==> src/rtl/core/owmr_pkg.sv <==
// ----------------------------------------------------------------------------
// owmr_pkg - shared types and constants of the omni wheel mixer
// Fixed-point mixing weights, register indexes, mode codes and helpers.
// ----------------------------------------------------------------------------
package owmr_pkg;

    // wheel speed / target value
    typedef logic signed [15:0] speed_t;
    typedef speed_t [2:0] wheels_t;

    // mixing accumulator, wide enough for a sum of three Q16 products
    typedef logic signed [35:0] acc_t;

    // Q16 mixing weights
    localparam acc_t Q16_COS30 = 36'sd56755;

    // configuration register indexes
    localparam logic [7:0] REG_VELOCITY_LIMIT = 8'd0;
    localparam logic [7:0] REG_RAMP_STEP      = 8'd1;

    // register reset values
    localparam logic [14:0] LIMIT_RESET = 15'd17000;
    localparam logic [14:0] RAMP_RESET  = 15'd500;

    // mode codes as seen on the result channel
    localparam logic [1:0] MODE_CODE_REMOTE = 2'd0;
    localparam logic [1:0] MODE_CODE_VISION = 2'd1;
    localparam logic [1:0] MODE_CODE_STOP   = 2'd2;

    // Q16 accumulator to a 16-bit target: truncate toward zero, saturate
    function automatic speed_t q16_to_target(input acc_t acc);
        acc_t             adj;
        logic signed [19:0] q;
        begin
            adj = acc + ((acc < 0) ? 36'sd65535 : 36'sd0);
            q   = 20'(adj >>> 16);
            if (q > 20'sd32767) begin
                q16_to_target = 16'sh7FFF;
            end else if (q < -20'sd32768) begin
                q16_to_target = 16'sh8000;
            end else begin
                q16_to_target = q[15:0];
            end
        end
    endfunction

endpackage

==> src/rtl/core/owmr_mix.sv <==
// ----------------------------------------------------------------------------
// owmr_mix - three wheel omni kinematics mixer
// Maps the remote axes and the vision speeds to two sets of wheel targets.
// ----------------------------------------------------------------------------
module owmr_mix
    import owmr_pkg::*;
(
    input  speed_t  remote_x,
    input  speed_t  remote_y,
    input  speed_t  remote_turn,
    input  speed_t  vision_x,
    input  speed_t  vision_y,
    input  speed_t  vision_yaw,
    output wheels_t remote_target,
    output wheels_t vision_target
);

    acc_t ry_cos;
    acc_t rx_half;
    acc_t rt_half;
    acc_t rx_full;
    acc_t vx_cos;
    acc_t vy_half;
    acc_t vw_quarter;

    // weighted terms: one constant multiply per input set, the rest are shifts
    assign ry_cos     = acc_t'(remote_y) * Q16_COS30;
    assign rx_half    = acc_t'(remote_x) <<< 15;
    assign rt_half    = acc_t'(remote_turn) <<< 15;
    assign rx_full    = acc_t'(remote_x) <<< 16;
    assign vx_cos     = acc_t'(vision_x) * Q16_COS30;
    assign vy_half    = acc_t'(vision_y) <<< 15;
    assign vw_quarter = acc_t'(vision_yaw) <<< 14;

    // remote mixing
    assign remote_target[0] = q16_to_target(ry_cos + rx_half + rt_half);
    assign remote_target[1] = q16_to_target(rx_half + rt_half - ry_cos);
    assign remote_target[2] = q16_to_target(rt_half - rx_full);

    // vision mixing (speeds in thousandths, the 1000 scale cancels)
    assign vision_target[0] = q16_to_target(vx_cos - vy_half - vw_quarter);
    assign vision_target[1] = q16_to_target(-vx_cos - vy_half - vw_quarter);
    assign vision_target[2] = q16_to_target(vy_half - vw_quarter);

endmodule

==> src/rtl/core/omni_wheel_mixer_with_ramp_unit.sv <==
// ----------------------------------------------------------------------------
// omni_wheel_mixer_with_ramp_unit - omni drive mixer with slew-rate limiter
// Mode keys, kinematic mixing, target clamp and per-tick velocity ramp.
// ----------------------------------------------------------------------------
// Items are taken into an input register and processed, once the output is
// free, by one pass of mixing, clamping and ramping into the result register,
// with the wheel state updated in that same cycle. One item is accepted every
// cycle unless a held result stalls the input; a result occupies the output
// register until taken, and the input register holds one more item behind it.
// A control tick (tuser = 0) goes from the input register to the output
// register, raising m_tvalid; a vision packet (tuser = 1) updates the targets
// in vision mode and gives no result. The user must write registers through
// the cfg channel only while no item is in flight; the block won't enforce it.
// ----------------------------------------------------------------------------
module omni_wheel_mixer_with_ramp_unit
    import owmr_pkg::*;
(
    input  logic         aclk,
    input  logic         aresetn,
    // configuration write channel
    input  logic         cfg_valid,
    output logic         cfg_ready,
    input  logic [7:0]   cfg_index,
    input  logic [14:0]  cfg_data,
    // input stream
    input  logic         s_tvalid,
    output logic         s_tready,
    // tdata, low to high: key_up, key_left, key_down, remote_x, remote_y,
    // remote_turn, vision_x, vision_y, vision_yaw, zero pad
    input  logic [103:0] s_tdata,
    // tuser: func
    input  logic [0:0]   s_tuser,
    // result stream
    output logic         m_tvalid,
    input  logic         m_tready,
    // tdata, low to high: wheel_one_speed, wheel_two_speed,
    // wheel_three_speed, current_mode, zero pad
    output logic [55:0]  m_tdata
);

    typedef enum logic [2:0] {
        REMOTE = 3'b001,
        VISION = 3'b010,
        STOP   = 3'b100
    } mode_t;

    logic [14:0] limit_reg;
    logic [14:0] step_reg;
    mode_t       mode_reg, mode_next;
    wheels_t     target_reg, target_next;
    wheels_t     vel_reg, vel_next;

    logic         in_v_reg;
    logic         in_func_reg;
    logic [98:0]  in_data_reg;
    logic         out_v_reg, out_v_next;
    logic [55:0]  out_data_reg, out_data_next;

    logic    advance;
    logic    proc;
    logic    tick;
    wheels_t remote_target;
    wheels_t vision_target;
    logic [1:0] mode_code;

    // configuration registers
    assign cfg_ready = 1'b1;

    always_ff @(posedge aclk) begin
        if (!aresetn) begin
            limit_reg <= LIMIT_RESET;
            step_reg  <= RAMP_RESET;
        end else if (cfg_valid) begin
            case (cfg_index)
                REG_VELOCITY_LIMIT: limit_reg <= cfg_data;
                REG_RAMP_STEP:      step_reg  <= cfg_data;
                default: ;
            endcase
        end
    end

    // handshake: the work stage moves when the output register is free
    assign advance  = !out_v_reg || m_tready;
    assign s_tready = !in_v_reg || advance;
    assign proc     = in_v_reg && advance;
    assign tick     = proc && !in_func_reg;
    assign m_tvalid = out_v_reg;
    assign m_tdata  = out_data_reg;

    // input register
    always_ff @(posedge aclk) begin
        if (!aresetn) begin
            in_v_reg <= 1'b0;
        end else if (s_tready) begin
            in_v_reg <= s_tvalid;
        end
    end

    always_ff @(posedge aclk) begin
        if (s_tvalid && s_tready) begin
            in_func_reg <= s_tuser[0];
            in_data_reg <= s_tdata[98:0];
        end
    end

    // kinematics
    owmr_mix u_mix (
        .remote_x      (in_data_reg[18:3]),
        .remote_y      (in_data_reg[34:19]),
        .remote_turn   (in_data_reg[50:35]),
        .vision_x      (in_data_reg[66:51]),
        .vision_y      (in_data_reg[82:67]),
        .vision_yaw    (in_data_reg[98:83]),
        .remote_target (remote_target),
        .vision_target (vision_target)
    );

    // mode keys, mixing, clamp and ramp
    always_comb begin
        logic signed [16:0] lim17;
        logic signed [16:0] step17;
        logic signed [16:0] t17;
        logic signed [16:0] diff;
        logic signed [16:0] moved;
        wheels_t            tgt;

        mode_next     = mode_reg;
        target_next   = target_reg;
        vel_next      = vel_reg;
        out_v_next    = out_v_reg && !m_tready;
        out_data_next = out_data_reg;
        mode_code     = MODE_CODE_REMOTE;
        lim17         = $signed({2'b00, limit_reg});
        step17        = $signed({2'b00, step_reg});
        tgt           = target_reg;
        t17           = '0;
        diff          = '0;
        moved         = '0;

        if (proc && in_func_reg) begin
            // vision packet
            if (mode_reg == VISION) begin
                target_next = vision_target;
            end
        end else if (tick) begin
            if (in_data_reg[0]) mode_next = VISION;
            if (in_data_reg[1]) mode_next = REMOTE;
            if (in_data_reg[2]) begin
                mode_next = STOP;
                tgt       = '0;
            end
            if (mode_next == REMOTE) begin
                tgt = remote_target;
            end

            for (int i = 0; i < 3; i++) begin
                // clamp to the velocity limit
                t17 = 17'(tgt[i]);
                if (t17 > lim17) t17 = lim17;
                if (t17 < -lim17) t17 = -lim17;
                target_next[i] = t17[15:0];
                // one ramp step toward the target
                diff = t17 - 17'(vel_reg[i]);
                if (diff > 17'sd0) begin
                    moved = (diff > step17) ? 17'(vel_reg[i]) + step17 : t17;
                end else if (diff < -step17) begin
                    moved = 17'(vel_reg[i]) - step17;
                end else begin
                    moved = t17;
                end
                vel_next[i] = moved[15:0];
            end

            case (mode_next)
                REMOTE:  mode_code = MODE_CODE_REMOTE;
                VISION:  mode_code = MODE_CODE_VISION;
                STOP:    mode_code = MODE_CODE_STOP;
                default: mode_code = MODE_CODE_REMOTE;
            endcase

            out_v_next    = 1'b1;
            out_data_next = {6'b0, mode_code, vel_next[2], vel_next[1], vel_next[0]};
        end
    end

    // wheel state and result register
    always_ff @(posedge aclk) begin
        if (!aresetn) begin
            mode_reg   <= REMOTE;
            target_reg <= '0;
            vel_reg    <= '0;
            out_v_reg  <= 1'b0;
        end else begin
            mode_reg   <= mode_next;
            target_reg <= target_next;
            vel_reg    <= vel_next;
            out_v_reg  <= out_v_next;
        end
    end

    always_ff @(posedge aclk) begin
        out_data_reg <= out_data_next;
    end

    // input side stalls only behind a held result
    a_stall_cause: assert property (@(posedge aclk) disable iff (!aresetn)
        !s_tready |-> (in_v_reg && out_v_reg && !m_tready))
        else $error("input stalled without a held result");

    // a vision packet never moves the wheel velocities
    a_vision_hold: assert property (@(posedge aclk) disable iff (!aresetn)
        (proc && in_func_reg) |=> $stable(vel_reg))
        else $error("vision packet changed a wheel velocity");

    // a tick moves the first wheel velocity by no more than the ramp step
    a_ramp_bound: assert property (@(posedge aclk) disable iff (!aresetn)
        tick |=> ((18'($signed(vel_reg[0])) - 18'($signed($past(vel_reg[0]))))
                  <= $signed({3'b000, $past(step_reg)}))
              && ((18'($signed($past(vel_reg[0]))) - 18'($signed(vel_reg[0])))
                  <= $signed({3'b000, $past(step_reg)})))
        else $error("wheel velocity stepped beyond the ramp step");

    // after a tick the second stored target lies inside the limit
    a_target_clamp: assert property (@(posedge aclk) disable iff (!aresetn)
        tick |=> ((17'($signed(target_reg[1])) <= $signed({2'b00, $past(limit_reg)}))
              && (-17'($signed(target_reg[1])) <= $signed({2'b00, $past(limit_reg)}))))
        else $error("wheel target outside the velocity limit");

    // a tick always lands a result in the output register
    a_tick_result: assert property (@(posedge aclk) disable iff (!aresetn)
        tick |=> out_v_reg)
        else $error("control tick produced no result");

endmodule

==> config.mk <==
export PLATFORM = sky130hd
export DESIGN_NAME = omni_wheel_mixer_with_ramp_unit
export DESIGN_NICKNAME = d
export VERILOG_FILES = /design/src/rtl/core/owmr_pkg.sv /design/src/rtl/core/owmr_mix.sv /design/src/rtl/core/omni_wheel_mixer_with_ramp_unit.sv
export SDC_FILE = /design/constraint.sdc
export NUM_CORES = 2
export LEC_CHECK = 0
export BUFFER_PORTS_ARGS = -buffer_cell sky130_fd_sc_hd__buf_4
export CORE_UTILIZATION = 42
export DETAILED_ROUTE_END_ITERATION = 8
export GPL_TIMING_DRIVEN = 0
export PLACE_DENSITY_LB_ADDON = 0.2
export SYNTH_ARGS = -nofsm -noshare
export SYNTH_HDL_FRONTEND = slang
export SYNTH_SLANG_ARGS = --single-unit
==> constraint.sdc <==
create_clock -name aclk -period 28.3 [get_ports aclk]
set_input_delay 5.66 -clock aclk [delete_from_list [all_inputs] [get_ports aclk]]
set_output_delay 5.66 -clock aclk [all_outputs]
set_load 0.01 [all_outputs]
== After elaboration in Yosys (flattened, before gate mapping) ==
Cells that the tools add are included.

* Add/sub/neg operators: 28
* $mul: 2
* Div/mod/pow operators: 0
* Order comparisons: 33
* Eq/ne operators: 6
* Shift-type cells: 0
* Muxes and demuxes: 60
* Bitwise logic cells: 1
* Reduce and logical (&&, ||, !) cells: 17

{| class="wikitable"
|+ Operators by type and width
! cell !! count
|-
| two-way mux 16 bit || 27
|-
| two-way mux 48 bit || 7
|-
| two-way mux 17 bit || 18
|-
| adder 36 bit || 6
|-
| < comparator 36 x 1 -> 1 bit, second input constant || 6
|-
| greater-than comparator 20 x 16 -> 1 bit, second input constant || 6
|-
| < comparator 20 x 16 -> 1 bit, second input constant || 6
|-
| < comparator 17 bit || 6
|-
| subtractor 36 x 30 -> 36 bit || 2
|-
| multiplier 16 x 17 -> 33 bit, second input constant || 2
|-
| greater-than comparator 17 x 1 -> 1 bit, second input constant || 3
|-
| greater-than comparator 17 x 16 -> 1 bit || 3
|-
| subtractor 17 x 16 -> 17 bit || 3
|-
| adder 16 bit || 3
|-
| greater-than comparator 16 bit || 3
|-
| subtractor 16 bit || 3
|-
| adder 36 x 31 -> 36 bit || 1
|-
| negator 33 -> 36 bit || 1
|-
| subtractor 36 x 31 -> 36 bit || 1
|-
| adder 33 x 31 -> 34 bit || 1
|-
| negator 15 -> 17 bit || 2
|-
| subtractor 32 x 33 -> 34 bit || 1
|-
| subtractor 33 x 31 -> 34 bit || 1
|-
| subtractor 31 x 32 -> 33 bit || 1
|-
| other kinds (17) || 34
|}

* Bits in registers: 281
* Bits in latches: 0
* RAM bits: 0
* ROM bits: 0
* Bits of input ports: 133
* Output and inout port bits: 59
* Logic and storage cells: 161
* Memories kept: 0

== Depth between registers and ports, before layout ==
* Depth in word-level cells: 24
* Gate-level depth with buffers: 117
* Mapped depth without buffers: 111

== Modules after synthesis ==
Synthesis repeated with hierarchy kept, for this count alone.

* Cells, all modules: 5667
* Area total of the unflattened synthesis: 48086.1 um^2

{| class="wikitable"
|+ Modules (own cells, without submodules)
! module !! times used !! cells each !! area an instance (um^2) !! sequential area each (um^2)
|-
| omni_wheel_mixer_with_ramp_unit || 1 || 2758 || 24534.8 || 7126.8
|-
| owmr_mix || 1 || 2909 || 23551.3 || 0.0
|}

== Worst setup path after synthesis ==
Ideal clock, no wire load.

* Path kind: reg2reg
* From: reg in_data_reg[23]
* To: reg vel_reg[8] (netlist name)
* Setup time: 0.201 ns
* Arrival time: 22.576 ns
* Data required time: 28.099 ns
* Path slack: 5.523 ns
* Stages on the path, launching flop included: 113
* Buffers on the path: 6
* Period minus slack after synthesis: 22.777 ns
* Cells stage by stage: edfxtp_1 > ha_1 > inv_1 > fa_1 > inv_1 > fa_1 > inv_1 > fa_1 > inv_1 > fa_1 > inv_1 > fa_1 > inv_1 > ha_1 > and2_1 > and3_1 > a311o_1 > a21oi_1 > [... 77 more ...] > o21ai_0 > a21oi_1 > o41a_1 > a21o_1 > a21oi_1 > o21bai_1 > a21oi_1 > xnor2_1 > xor2_1 > clkbuf_1 > ha_1 > nand2b_1 > or3_1 > o21ai_1 > clkbuf_1 > o21ai_0 > mux2_2 > o2bb2ai_1

* Cells in the longest elaborated chain, start to end: 24
* Elaborated cells between the ends (all ways): 28
* Classes of those cells: add/sub: 4; mul: 1; order compare: 8; mux: 15

{| class="wikitable"
|+ Ends and longest elaborated chain
! element !! line !! RTL
|-
| start, declared || omni_wheel_mixer_with_ramp_unit.sv:55 || <nowiki>logic [98:0] in_data_reg;</nowiki>
|-
| start signal, assigned || omni_wheel_mixer_with_ramp_unit.sv:102 || <nowiki>in_data_reg <= s_tdata[98:0];</nowiki>
|-
| multiplier 16 x 17 -> 33 bit (*) || owmr_mix.sv:27 || <nowiki>assign ry_cos = acc_t'(remote_y) * Q16_COS30;</nowiki>
|-
| adder 33 x 31 -> 34 bit (*) || owmr_mix.sv:36 || <nowiki>assign remote_target[0] = q16_to_target(ry_cos + rx_half + rt_half);</nowiki>
|-
| adder 36 x 31 -> 36 bit (*) || owmr_mix.sv:36 ||
|-
| < comparator 36 x 1 -> 1 bit || owmr_pkg.sv:35 || <nowiki>adj = acc + ((acc < 0) ? 36'sd65535 : 36'sd0);</nowiki>
|-
| two-way mux 16 bit || owmr_pkg.sv:35 ||
|-
| adder 36 bit (*) || owmr_pkg.sv:35 ||
|-
| < comparator 20 x 16 -> 1 bit || owmr_pkg.sv:39 || <nowiki>end else if (q < -20'sd32768) begin</nowiki>
|-
| two-way mux 16 bit || owmr_pkg.sv:39 ||
|-
| [... 8 more ...] || n/a ||
|-
| < comparator 17 bit || omni_wheel_mixer_with_ramp_unit.sv:160 || <nowiki>if (t17 < -lim17) t17 = -lim17;</nowiki>
|-
| two-way mux 17 bit (*) || omni_wheel_mixer_with_ramp_unit.sv:160 ||
|-
| two-way mux 17 bit (*) || omni_wheel_mixer_with_ramp_unit.sv:145 || <nowiki>end else if (tick) begin</nowiki>
|-
| two-way mux 17 bit (*) || omni_wheel_mixer_with_ramp_unit.sv:140 || <nowiki>if (proc && in_func_reg) begin</nowiki>
|-
| subtractor 17 x 16 -> 17 bit || omni_wheel_mixer_with_ramp_unit.sv:163 || <nowiki>diff = t17 - 17'(vel_reg[i]);</nowiki>
|-
| < comparator 17 bit / greater-than comparator 17 x 16 -> 1 bit (equally long branches) || omni_wheel_mixer_with_ramp_unit.sv:166, omni_wheel_mixer_with_ramp_unit.sv:165 ||
|-
| two-way mux 16 bit (on tied branches) || omni_wheel_mixer_with_ramp_unit.sv:166, omni_wheel_mixer_with_ramp_unit.sv:165 ||
|-
| two-way mux 16 bit (*) || omni_wheel_mixer_with_ramp_unit.sv:164 || <nowiki>if (diff > 17'sd0) begin</nowiki>
|-
| end signal, assigned || omni_wheel_mixer_with_ramp_unit.sv:196 || <nowiki>vel_reg <= vel_next;</nowiki>
|-
| end, declared || omni_wheel_mixer_with_ramp_unit.sv:51 || <nowiki>wheels_t vel_reg, vel_next;</nowiki>
|}

Mark *: on every way between the ends. The rest lies on a longest branch, timed or not. The select of a mux whose other input is x is not followed.
A chain may end at the register's enable or synchronous reset.

== Final worst setup path ==
* From: reg in_data_reg[20]
* To: reg vel_reg[27] (netlist name)

* Cells in the longest elaborated chain, start to end: 23
* Elaborated cells between the ends (all ways): 27
* Classes of those cells: add/sub: 3; mul: 1; order compare: 8; mux: 15

{| class="wikitable"
|+ Ends and longest elaborated chain
! element !! line !! RTL
|-
| multiplier 16 x 17 -> 33 bit (*) || owmr_mix.sv:27 ||
|-
| subtractor 32 x 33 -> 34 bit (*) || owmr_mix.sv:37 || <nowiki>assign remote_target[1] = q16_to_target(rx_half + rt_half - ry_cos);</nowiki>
|-
| < comparator 36 x 1 -> 1 bit || owmr_pkg.sv:35 ||
|-
| two-way mux 16 bit || owmr_pkg.sv:35 ||
|-
| adder 36 bit (*) || owmr_pkg.sv:35 ||
|-
| < comparator 20 x 16 -> 1 bit || owmr_pkg.sv:39 ||
|-
| two-way mux 16 bit || owmr_pkg.sv:39 ||
|-
| two-way mux 16 bit (*) || owmr_pkg.sv:37 || <nowiki>if (q > 20'sd32767) begin</nowiki>
|-
| [... 7 more ...] || n/a ||
|-
| < comparator 17 bit || omni_wheel_mixer_with_ramp_unit.sv:160 ||
|-
| two-way mux 17 bit (*) || omni_wheel_mixer_with_ramp_unit.sv:160 ||
|-
| two-way mux 17 bit (*) || omni_wheel_mixer_with_ramp_unit.sv:145 ||
|-
| two-way mux 17 bit (*) || omni_wheel_mixer_with_ramp_unit.sv:140 ||
|-
| subtractor 17 x 16 -> 17 bit || omni_wheel_mixer_with_ramp_unit.sv:163 ||
|-
| < comparator 17 bit / greater-than comparator 17 x 16 -> 1 bit (equally long branches) || omni_wheel_mixer_with_ramp_unit.sv:166, omni_wheel_mixer_with_ramp_unit.sv:165 ||
|-
| two-way mux 16 bit (on tied branches) || omni_wheel_mixer_with_ramp_unit.sv:166, omni_wheel_mixer_with_ramp_unit.sv:165 ||
|-
| two-way mux 16 bit (*) || omni_wheel_mixer_with_ramp_unit.sv:164 ||
|}

Marked as above.

==> run_results.csv <==
group,metric,value,unit
worst_setup_path,cp-end-kind,"register",
worst_setup_path,worst-setup-path-type,"register to register",
sta,worst_pin_slew,1.432,ns
hold_path,hp-start,"target_reg[27]$_SDFFE_PN0P_",
yosys,yosys.cell_count.top_type,"ha_1",
detailed_routing,number_of_detailed_routing_iterations_run_before_antenna_repair,6,
yosys,synth-edff-count,150,
clock_network,clockRootBuffer,"clkbuf_16",
placed_design,place.gp.congestion,0.9874,
sta,timing.final.hold_violations,0,
worst_setup_path,critPathRequiredTime,28.88,ns
yosys,post_synth_instance_area,47720,sq um
detailed_routing,vias_per_cell,5.666,
hold_path,hold_path_end,"target_reg[27]$_SDFFE_PN0P_",
yosys,post_synth_xor_area_fraction,6.552,%
worst_setup_path,worst_ep_arrival,27.00,ns
clock_network,clock-sinks,281,
detailed_routing,route.antenna.remaining_nets,0,
finish,layout.cells.non_filler,7488,
worst_setup_path,slowest_stage,"fa_1",
floorplan,ioPinCount,192,
hold_path,min_delay_path_depth,2,
yosys,synth_largest_area_cell,"ha_1",
grt,globalRouteOverflowTotal,0,
placed_design,hpwl,136.8,mm
yosys,synth_area_per_cell,8.350,sq um
sta,timing.final.crit_period,26.42,ns
yosys,main_combinational_cell_family_by_area_after_synthesis,"adder cells",
floorplan,chipWidth,339.1,um
run_status,status,"finished clean",
detailed_routing,finalWirelength,164.5,mm
detailed_routing,maxUsedRoutingLayer,"met5",
clock_network,clock_pin_transition_on_the_worst_setup_and_hold_timing_paths,0.07,ns
hold_path,hp-class,"register to register",
detailed_routing,route.met3.wl,8.916,mm
sta,clock_skew,0.02800,ns
yosys,netlist-cell-type-count,106,
yosys,synth_top_cell_area_share,22.29,%
worst_setup_path,crit_path_max_fanout,15,
worst_setup_path,crit_path_largest_cell_delay,0.58,ns
sta,timing.final.setup_violations,0,
run,timing.max_cap.violations,0,
worst_setup_path,ff2ff_setup_slack,1.88,ns
floorplan,initial_utilization,42.42,%
finish,finish.net_count,7190,
floorplan,die_area,115000,sq um
floorplan,site_rows,123,
yosys,ys_dominant_reg_cell,"edfxtp_1",
detailed_routing,wirelength_met1,72.07,mm
grt,grt_use_total,27.87,%
worst_setup_path,r2r-start,"in_data_reg[20]$_DFFE_PP_",
grt,antenna_violations_before_repair,3,
clock_network,tritoncts,"yes",
yosys,synth_sequential_area_ratio,14.93,%
yosys,synth.mux.area_fraction,3.351,%
grt,grt_start_max_net_pins,58,
yosys,synth_warnings,0,
yosys,ys_seq_elements,281,
worst_setup_path,logic_depth_of_the_worst_path_buffers_included,108,
yosys,synth_compound_area_share,19.45,%
yosys,asyncSetResetFlopFracSynth,0,%
yosys,syn_inst,5715,
clock_network,number_of_buffers_inserted_for_hold_repair_after_clock_tree_synthesis,0,
worst_setup_path,critical-path-top-delay-family,"compound AO/OA/AOI/OAI gates",
worst_setup_path,setup.worst_path.start,"in_data_reg[20]$_DFFE_PP_",
placed_design,dp_cells,7404,
yosys,synth.cells.most_frequent,"ha_1, inv_1, nor2_1, a21oi_1, nand2_1",
clock_network,cts.path.max_buffers,3,
sta,report.final.slew_viol_count,0,
sta,slew_headroom,3.719,%
detailed_routing,drt_iter0_drc,3115,
clock_network,number_of_cts_inserted_buffers,42,
placed_design,io_buffers,178,
sta,period_share,93.36,%
clock_network,cts.htree.levels,2,
floorplan,design.core.area,112500,sq um
detailed_routing,wl_per_cell,21.97,um
yosys,synthesized_area_fraction_occupied_by_and_or_nand_nor_cells,15.31,%
grt,grt_pass1_vias,40739,
worst_setup_path,critPathLaunchType,"register",
yosys,synth-adder-area-share,33.15,%
detailed_routing,num_vias,42429,
grt,grt_pass1_wl,245.5,mm
worst_setup_path,path_buf_inv,17,
detailed_routing,drc,0,
finish,layout-drive-gt1-share,6.536,%
sta,clock.fmax,0.03785,GHz
floorplan,die_y,339.1,um
finish,area_growth,10.34,%
worst_setup_path,critical_path.most_common_cell,"a21oi_1",
detailed_routing,route.met2.wl,74.46,mm
finish,largest_register_ffs,99,
worst_setup_path,r2r_end,"vel_reg[27]$_SDFFE_PN0P_",
yosys,post_synth_main_area_contributors,"ha_1, fa_1, edfxtp_1",
worst_setup_path,reg2regPathDepth,108,
clock_network,worstSkewPairLatency,0.67,ns
sta,setup_repair_after_global_routing_missed_its_margin,"no",
finish,final_core_util,46.81,%
## worst min-delay path: stages (launching register included)
cell and delay (ns):
dfxtp_1 0.31, nand2_1 0.05, a21oi_1 0.05
## stage by stage
stage	setup TNS [ns]	instance area (sq um)	hold WS, ns	setup WS, ns
floorplan	0	47740	0.4322	5.523
global placement	-3.477	50950	0.4430	-0.3071
detailed placement	0	51090	0.4474	0.5286
CTS	0	52570	0.4557	0.3490
global route	0	52640	0.4771	0.09280
finish	0	52660	0.4559	1.878
## logic make-up (layout without fill, tap and decap cells)
kind of cell	after synthesis	in the layout
adder cells (fa/ha/maj)	1109	1109
AND/OR/NAND/NOR	1503	1503
other	2	13
flip-flops	281	281
buffers and inverters	908	1170
XOR/XNOR	357	357
AO/OA/AOI/OAI	1400	1400
multiplexers	155	155
## routing by layer
layer | vias to the layer above | global-route usage [%]
met2 | 1287 | 45.62
li1 | 20694 | -
met1 | 20079 | 35.96
met3 | 367 | 3.309
met5 | - | 0
met4 | 2 | 14.47
## final cells by class
type                    count  area, sq um
fillers                 11162        59840
multi-input cells        4531        37250
flip-flops and latches    281         7127
inverters                 761         2856
well taps                1500         1877
repair buffers            185         1445
clock buffers              59         1280
plain buffers             146        606.8
clock inverters            19        205.2
diodes                      6        15.01
## how the worst max path moves through the flow
stage                               end  slack [ns]
2_1_floorplan   vel_reg[8]$_SDFFE_PN0P_        5.52
3_3_place_gp    vel_reg[8]$_SDFFE_PN0P_       -0.31
3_5_place_dp      m_tdata[11]$_DFFE_PP_        0.53
4_1_cts           m_tdata[11]$_DFFE_PP_        0.35
5_1_grt           m_tdata[12]$_DFFE_PP_        0.09
6_report       vel_reg[27]$_SDFFE_PN0P_        1.88
## what timing repair did
action | CTS | global route
gates resized for setup | 0 | 27
setup buffers | 0 | 0
setup endpoints to repair | 0 | 64
## cells in the final DEF (no fill, tap or decap), types with 73 or more instances in the layout
master / n
nor3_1: 155
inv_1: 759
nor2b_1: 76
xnor2_1: 248
o21bai_1: 73
dfxtp_1: 131
o21a_1: 84
buf_4: 186
clkbuf_1: 123
a211oi_1: 74
fa_1: 259
nand3_1: 124
ha_1: 850
edfxtp_1: 150
o21ai_0: 258
a21oi_1: 386
a21o_1: 107
nor2_1: 435
xor2_1: 108
mux2i_1: 117
nand2_1: 336
Power is not shown: default switching activity piles up to over one toggle a cycle in this logic, so the estimate is an artifact.
